File: src/sv/ple_pkg.sv
// Shared types and constants of the positional list engine.
package ple_pkg;

  // Field widths of a transaction.
  localparam int OP_W     = 2;
  localparam int VALUE_W  = 32;
  localparam int POS_W    = 6;
  localparam int STATUS_W = 2;
  localparam int LEN_W    = 7;

  // Stream packing.
  localparam int IN_TDATA_W  = 40;
  localparam int IN_TUSER_W  = OP_W;
  localparam int OUT_TDATA_W = 40;
  localparam int OUT_TUSER_W = STATUS_W;
  localparam int OUT_PAD_W   = OUT_TDATA_W - VALUE_W - LEN_W;

  // Operation codes.
  localparam logic [OP_W-1:0] OP_INSERT = 2'd0;
  localparam logic [OP_W-1:0] OP_REMOVE = 2'd1;
  localparam logic [OP_W-1:0] OP_READ   = 2'd2;

  // Status codes.
  localparam logic [STATUS_W-1:0] STAT_OK     = 2'd0;
  localparam logic [STATUS_W-1:0] STAT_EMPTY  = 2'd1;
  localparam logic [STATUS_W-1:0] STAT_BADPOS = 2'd2;
  localparam logic [STATUS_W-1:0] STAT_FULL   = 2'd3;

  // Value returned on any error.
  localparam logic [VALUE_W-1:0] ERR_VALUE = '1;

  // Sequencer states.
  typedef enum logic [2:0] {
    ST_IDLE,
    ST_CHECK,
    ST_LOOP,
    ST_WR,
    ST_PUT,
    ST_FETCH,
    ST_DONE
  } ple_state_t;

  // One finished result.
  typedef struct packed {
    logic signed [VALUE_W-1:0]  result_value;
    logic        [STATUS_W-1:0] status;
    logic        [LEN_W-1:0]    length;
  } ple_result_t;

endpackage

File: src/sv/positional_list_engine_top.sv
// Steps: a read checks the position, fetches the entry and returns it; error and unused-op transactions
// return straight after the check; insert and remove shift entries one at a time, a read then a write each.
// Flow: one transaction at a time; the next can be accepted in the cycle after a result
// is handed to the output register, which holds it while the output is stalled.
// Reset (rst, synchronous, active high) empties the list and drops any held output result;
// the entry memory is not cleared and needs no clearing pass.
module positional_list_engine_top #(
  parameter int CAPACITY = 64
) (
  input  logic                                 clk,
  input  logic                                 rst,
  input  logic                                 s_tvalid,
  output logic                                 s_tready,
  input  logic [ple_pkg::IN_TDATA_W-1:0]       s_tdata,  // item_value[31:0], position[37:32]
  input  logic [ple_pkg::IN_TUSER_W-1:0]       s_tuser,  // op[1:0]
  output logic                                 m_tvalid,
  input  logic                                 m_tready,
  output logic [ple_pkg::OUT_TDATA_W-1:0]      m_tdata,  // result_value[31:0], length[38:32]
  output logic [ple_pkg::OUT_TUSER_W-1:0]      m_tuser   // status[1:0]
);
  import ple_pkg::*;

  logic        res_valid, res_ready;
  ple_result_t res, out_r;
  logic        out_valid;

  // Sequencer and store.
  ple_ctrl #(
    .CAPACITY(CAPACITY)
  ) u_ctrl (
    .clk      (clk),
    .rst      (rst),
    .in_valid (s_tvalid),
    .in_ready (s_tready),
    .in_op    (s_tuser[OP_W-1:0]),
    .in_value (s_tdata[VALUE_W-1:0]),
    .in_pos   (s_tdata[VALUE_W +: POS_W]),
    .res_valid(res_valid),
    .res_ready(res_ready),
    .res      (res)
  );

  // Output register: take a result when empty or being drained.
  assign res_ready = !out_valid || m_tready;

  always_ff @(posedge clk) begin
    if (rst) begin
      out_valid <= 1'b0;
    end else if (res_ready) begin
      out_valid <= res_valid;
    end
  end

  always_ff @(posedge clk) begin
    if (res_valid && res_ready) begin
      out_r <= res;
    end
  end

  assign m_tvalid = out_valid;
  assign m_tdata  = {{OUT_PAD_W{1'b0}}, out_r.length, out_r.result_value};
  assign m_tuser  = out_r.status;

endmodule

File: src/sv/ple_ram.sv
// Generic single-write, single-read RAM with registered read data.
module ple_ram #(
  parameter int WIDTH = 32,
  parameter int DEPTH = 64
) (
  input  logic                     clk,
  input  logic                     we,
  input  logic [$clog2(DEPTH)-1:0] waddr,
  input  logic [WIDTH-1:0]         wdata,
  input  logic [$clog2(DEPTH)-1:0] raddr,
  output logic [WIDTH-1:0]         rdata
);

  logic [WIDTH-1:0] mem [DEPTH];

  // Write port.
  always_ff @(posedge clk) begin
    if (we) begin
      mem[waddr] <= wdata;
    end
  end

  // Registered read port.
  always_ff @(posedge clk) begin
    rdata <= mem[raddr];
  end

endmodule

File: src/sv/ple_ctrl.sv
// Sequencer and entry store: decodes one operation and shifts entries one at a time.
module ple_ctrl #(
  parameter int CAPACITY = 64
) (
  input  logic                                clk,
  input  logic                                rst,
  input  logic                                in_valid,
  output logic                                in_ready,
  input  logic        [ple_pkg::OP_W-1:0]     in_op,
  input  logic signed [ple_pkg::VALUE_W-1:0]  in_value,
  input  logic        [ple_pkg::POS_W-1:0]    in_pos,
  output logic                                res_valid,
  input  logic                                res_ready,
  output ple_pkg::ple_result_t                res
);
  import ple_pkg::*;

  localparam int AW    = $clog2(CAPACITY);
  localparam int CNT_W = $clog2(CAPACITY + 1);
  localparam int CMP_W = (CNT_W > POS_W) ? CNT_W : POS_W;

  ple_state_t state, state_next;

  logic [CNT_W-1:0]          cnt, cnt_next;
  logic [CNT_W-1:0]          idx, idx_next;
  logic [CNT_W-1:0]          pos_idx, pos_idx_next;
  logic [CNT_W-1:0]          step;
  logic [OP_W-1:0]           op_r;
  logic signed [VALUE_W-1:0] val_r;
  logic [POS_W-1:0]          pos_r;
  logic signed [VALUE_W-1:0] res_val, res_next;
  logic [STATUS_W-1:0]       stat, stat_next;

  logic                      full, empty, past, up, accept;

  logic                      ram_we;
  logic [AW-1:0]             ram_waddr, ram_raddr;
  logic [VALUE_W-1:0]        ram_wdata, ram_rdata;

  // Entry store.
  ple_ram #(
    .WIDTH(VALUE_W),
    .DEPTH(CAPACITY)
  ) u_ram (
    .clk  (clk),
    .we   (ram_we),
    .waddr(ram_waddr),
    .wdata(ram_wdata),
    .raddr(ram_raddr),
    .rdata(ram_rdata)
  );

  // Condition flags and the shared index stepper.
  assign full   = (cnt == CNT_W'(CAPACITY));
  assign empty  = (cnt == '0);
  assign past   = (CMP_W'(pos_r) >= CMP_W'(cnt));
  assign up     = (op_r == OP_INSERT);
  assign step   = up ? (idx - CNT_W'(1)) : (idx + CNT_W'(1));
  assign accept = in_valid && in_ready;

  // Next state.
  always_comb begin
    state_next = state;
    unique case (state)
      ST_IDLE: begin
        if (in_valid) state_next = ST_CHECK;
      end
      ST_CHECK: begin
        unique case (op_r)
          OP_INSERT: state_next = full ? ST_DONE : ST_LOOP;
          OP_REMOVE,
          OP_READ:   state_next = (empty || past) ? ST_DONE : ST_FETCH;
          default:   state_next = ST_DONE;
        endcase
      end
      ST_LOOP: begin
        if (up) begin
          state_next = (idx == pos_idx) ? ST_PUT : ST_WR;
        end else begin
          state_next = (step < cnt) ? ST_WR : ST_DONE;
        end
      end
      ST_WR:    state_next = ST_LOOP;
      ST_PUT:   state_next = ST_DONE;
      ST_FETCH: state_next = (op_r == OP_REMOVE) ? ST_LOOP : ST_DONE;
      ST_DONE: begin
        if (res_ready) state_next = ST_IDLE;
      end
      default:  state_next = ST_IDLE;
    endcase
  end

  // Datapath and memory controls per state.
  always_comb begin
    in_ready     = 1'b0;
    res_valid    = 1'b0;
    ram_we       = 1'b0;
    ram_waddr    = idx[AW-1:0];
    ram_wdata    = ram_rdata;
    ram_raddr    = step[AW-1:0];
    cnt_next     = cnt;
    idx_next     = idx;
    pos_idx_next = pos_idx;
    res_next     = res_val;
    stat_next    = stat;
    unique case (state)
      ST_IDLE: begin
        in_ready = 1'b1;
      end
      ST_CHECK: begin
        // Issue the read of the target and classify the operation.
        ram_raddr    = AW'(pos_r);
        idx_next     = cnt;
        pos_idx_next = past ? cnt : CNT_W'(pos_r);
        res_next     = '0;
        stat_next    = STAT_OK;
        unique case (op_r)
          OP_INSERT: begin
            if (full) begin
              res_next  = ERR_VALUE;
              stat_next = STAT_FULL;
            end
          end
          OP_REMOVE,
          OP_READ: begin
            if (empty) begin
              res_next  = ERR_VALUE;
              stat_next = STAT_EMPTY;
            end else if (past) begin
              res_next  = ERR_VALUE;
              stat_next = STAT_BADPOS;
            end
          end
          default: begin
            res_next  = '0;
            stat_next = STAT_OK;
          end
        endcase
      end
      ST_LOOP: begin
        // Read the neighbor; on the last step of a remove drop the count.
        if (!up && !(step < cnt)) cnt_next = cnt - CNT_W'(1);
      end
      ST_WR: begin
        // Move the neighbor into this slot and advance.
        ram_we   = 1'b1;
        idx_next = step;
      end
      ST_PUT: begin
        ram_we    = 1'b1;
        ram_waddr = pos_idx[AW-1:0];
        ram_wdata = val_r;
        cnt_next  = cnt + CNT_W'(1);
      end
      ST_FETCH: begin
        res_next = ram_rdata;
        idx_next = CNT_W'(pos_r);
      end
      ST_DONE: begin
        res_valid = 1'b1;
      end
      default: begin
        in_ready = 1'b0;
      end
    endcase
  end

  // Control registers.
  always_ff @(posedge clk) begin
    if (rst) begin
      state <= ST_IDLE;
      cnt   <= '0;
    end else begin
      state <= state_next;
      cnt   <= cnt_next;
    end
  end

  // Payload registers.
  always_ff @(posedge clk) begin
    if (accept) begin
      op_r  <= in_op;
      val_r <= in_value;
      pos_r <= in_pos;
    end
    idx     <= idx_next;
    pos_idx <= pos_idx_next;
    res_val <= res_next;
    stat    <= stat_next;
  end

  assign res.result_value = res_val;
  assign res.status       = stat;
  assign res.length       = LEN_W'(cnt);

endmodule

File: config.mk
export PLATFORM = sky130hd
export DESIGN_NAME = positional_list_engine_top
export DESIGN_NICKNAME = d
export VERILOG_FILES = /design/src/sv/ple_pkg.sv /design/src/sv/positional_list_engine_top.sv /design/src/sv/ple_ram.sv /design/src/sv/ple_ctrl.sv
export SDC_FILE = /design/constraint.sdc
export NUM_CORES = 2
export LEC_CHECK = 0
export ABC_CLOCK_PERIOD_IN_PS = 8400
export BUFFER_PORTS_ARGS = -buffer_cell sky130_fd_sc_hd__buf_2
export CORE_MARGIN = 3
export CORE_UTILIZATION = 49
export DETAILED_ROUTE_END_ITERATION = 7
export PLACE_DENSITY = 0.7
export SLEW_MARGIN = 10
export SYNTH_ARGS = -nofsm -noshare
export SYNTH_HDL_FRONTEND = slang
export SYNTH_SLANG_ARGS = --single-unit
File: constraint.sdc
create_clock -name clk -period 8.4 [get_ports clk]
set_input_delay 0.84 -clock clk [delete_from_list [all_inputs] [get_ports clk]]
set_output_delay 0.84 -clock clk [all_outputs]
set_load 0.005 [all_outputs]
==> reports/qor.txt <==
Initial DRC count -> 7696
Tcrit/Tclk final -> 0.6781
Via count -> 57479
Post-CTS sizing -> 0
Worst EP required -> 9.14 ns
H-Tree Level Count -> 4
Clock latency at the later pin of the worst-skew pair -> 0.86 ns
Crit path DAT -> 6.44 ns
Asr flop ratio synth -> 0
Die area -> 187800 µm²
Layout cell share with drive strength beyond 1 -> 0.1004
CTS tree -> yes
Worst Hold Class -> primary input to register
Initial Util -> 0.4940
Seq/Total Area, Yosys -> 0.7402
Crit-path leading delay family -> compound AO/OA/AOI/OAI gates
Worst Hold Depth -> 1
Syn_area_per_cell -> 13.07 µm²
Length in cells of the worst reg-to-reg path -> 12
Crit path max fanout -> 58
RR Endpoint -> u_ctrl.u_ram.rdata[23]$_DFF_P_
ANT nets after route -> 0
Vias in the first global route -> 54712
Final Setup Violations -> 0
RSZ-0062 raised after global routing -> false
Die span in x -> 433.3 µm
Hold_buf cts -> 0
Commonest non-fill, non-tap cells in the layout -> 2177 x edfxtp_1, 1925 x nand2_1, 804 x nand3_1, 257 x a211oi_1, 224 x a311oi_1
Crit path largest cell delay -> 0.78 ns
R2R Path Start -> u_ctrl.op_r[1]$_DFFE_PP_
Buffers added on ports -> 86
Reg2reg setup slack -> 2.70 ns
Yosys warning count -> 0
WL/cell -> 26.28 µm
Gp weighted congestion -> 0.8698
Postcts setup bufs -> 0
Ports -> 90
Clk buf depth -> 3
DR DRC count -> 0
Clk_skew -> 0.04422 ns
Fmax -> 175.5 MHz
CP startpoint kind -> register
Finished Layout Cells -> 9366
Clk slew on worst S/H paths -> 0.06 ns
Core area -> 181100 µm²
Inserted Clock Buffers -> 204
Worst Path Buf+Inv -> 2
Initial antenna violation count -> 5
Post-Syn Area -> 89480 µm²
DRT Pass-1 Iters -> 6
Hpwl dp -> 131.1 mm
Slew headroom -> 0.2246
Tot GR Track Use -> 0.2575
Sequential cell area -> 66230 µm²
Area grow syn2layout -> 11.13%
Post-synth EDFFs -> 2177
Final net count -> 6889
Global-route wire length before repair -> 357.2 mm
Slowest cell on the critical path -> ha_4
Sink Count -> 2220
Vias per Instance -> 6.137
Post-layout min period -> 5.696 ns
FF+latch count, synth -> 2220
Pin count of the biggest net entering global routing -> 178
Maxcap violations -> 0
Clock root buffer -> clkbuf_16
Max-slew violation count -> 0
Setup TNS -> 0 ns
Detailed Route WL -> 246.1 mm
Cells after Synth -> 6844
Setup Crit Path Kind -> register to register
Yosys cell types -> 64
Worst path cell trace -> inv_1 -> ha_1 -> xor2_1 -> ha_4 -> a21o_4 -> buf_4 -> a211oi_1 -> a311oi_1 -> a31oi_1 -> mux2i_1 -> o22ai_1 -> a211oi_2
Hold Crit Start -> s_tdata[24]
Commonest non-fill, non-tap cell in the layout -> edfxtp_1
WHS Endpoint -> u_ctrl.val_r[24]$_DFFE_PP_
Die H -> 433.3 µm
Synth Flop Type -> edfxtp_1
# fillers -> 14175
Total congestion overflow -> 0
Status -> finished clean
Multi-input logic area -> 21200 µm²
Worst Tran Pin Value -> 1.139 ns
Placed Instances -> 8983
Rows -> 156
Hold Vio Cnt, Final -> 0
Critical path endpoint category -> register
[flip-flops by register name, indices dropped and copies added (netlist names)]
signal and count:
u_ctrl.u_ram.mem 2048, u_ctrl.res_val 32, u_ctrl.pos_r 6, u_ctrl.pos_idx 7, m_tvalid 1, u_ctrl.stat 2, u_ctrl.idx 7, m_tuser 2
u_ctrl.op_r 2, u_ctrl.state 3, u_ctrl.cnt 7, u_ctrl.u_ram.rdata 32, u_ctrl.val_r 32, m_tdata 39
[how the worst max path moves through the flow]
| stage | from | endpoint | slack, ns | cells after the start |
|---|---|---|---|---|
| after global routing | u_ctrl.op_r[0]$_DFFE_PP_ | u_ctrl.u_ram.rdata[23]$_DFF_P_ | 2.43 | 12 |
| after CTS | u_ctrl.op_r[0]$_DFFE_PP_ | u_ctrl.u_ram.rdata[23]$_DFF_P_ | 2.78 | 12 |
| final | u_ctrl.op_r[1]$_DFFE_PP_ | u_ctrl.u_ram.rdata[23]$_DFF_P_ | 2.70 | 12 |
| after global placement | u_ctrl.op_r[0]$_DFFE_PP_ | u_ctrl.u_ram.rdata[23]$_DFF_P_ | 2.96 | 12 |
| after floorplan | u_ctrl.state[2]$_SDFFE_PP0P_ | u_ctrl.u_ram.mem[40][0]$_DFFE_PP_ | 4.54 | 8 |
| after detailed placement | u_ctrl.op_r[0]$_DFFE_PP_ | u_ctrl.u_ram.rdata[23]$_DFF_P_ | 2.82 | 12 |
[layer usage]
layer  vias up  part of all wire  global-route usage
met2      3367              0.46              0.3991
met5         -          0.000053                   0
li1      25244                 -                   -
met3       581              0.11             0.04785
met4         2             0.054              0.1336
met1     28285              0.38              0.3492
[worst reg2reg max path: stages, from the launching register on]
cell      delay [ns]
edfxtp_1        0.42
inv_1           0.14
ha_1            0.64
xor2_1          0.22
ha_4            0.78
a21o_4          0.80
buf_4           0.68
a211oi_1        0.19
a311oi_1        0.33
a31oi_1         0.07
mux2i_1         0.62
o22ai_1         0.48
a211oi_2        0.25
[metrics by stage]
step | util | cell area (µm²) | worst slack (ns) | hold slack (ns)
final | 0.5490 | 99440 | 2.704 | 0.1608
after global routing | 0.5490 | 99430 | 2.431 | 0.1378
after CTS | 0.5489 | 99430 | 2.776 | 0.1033
after detailed placement | 0.5132 | 92950 | 2.823 | 0.4045
after global placement | 0.5132 | 92950 | 2.956 | 0.4022
after floorplan | - | 89480 | 4.535 | 0.4003
[cell type report]
| type | count | area share |
|---|---|---|
| Tap cell | 2370 | 0.02982 |
| Clock inverter | 114 | 0.009726 |
| Antenna cell | 3 | 0.00007550 |
| Clock buffer | 266 | 0.05546 |
| Sequential cell | 2220 | 0.6661 |
| Timing Repair Buffer | 264 | 0.02003 |
| Inverter | 149 | 0.005624 |
| Multi-Input combinational cell | 3980 | 0.2132 |
[cell usage after synthesis (all sizes together), types with 45 or more instances]
| cell type | count | share of area |
|---|---|---|
| and3 | 65 | 0.0045 |
| buf | 241 | 0.013 |
| nand3 | 804 | 0.045 |
| nor2 | 91 | 0.0038 |
| edfxtp | 2177 | 0.73 |
| o22ai | 45 | 0.0031 |
| a311oi | 224 | 0.022 |
| a21oi | 89 | 0.0050 |
| clkbuf | 255 | 0.011 |
| mux2i | 73 | 0.0083 |
| a31oi | 133 | 0.0093 |
| a211oi | 289 | 0.026 |
| nand2 | 1957 | 0.082 |
| inv | 147 | 0.0062 |
[kinds of logic (layout without fill, tap and decap cells)]
| family | count (synthesis) | after routing | share of synthesized area |
|---|---|---|---|
| other | 1 | 5 | 0.00004191 |
| DFF | 2220 | 2220 | 0.7402 |
| buffers and inverters | 645 | 793 | 0.03034 |
| AOI/OAI and AO/OA | 900 | 900 | 0.07657 |
| xor gates and xnor gates | 20 | 20 | 0.001958 |
| muxes | 80 | 80 | 0.009229 |
| and+or+nand+nor | 2954 | 2954 | 0.1382 |
| adders and majority gates | 24 | 24 | 0.003440 |
Power is left out: the tool's default activity adds up to more than one toggle a clock period on the data nets, which glitch-free logic cannot reach.
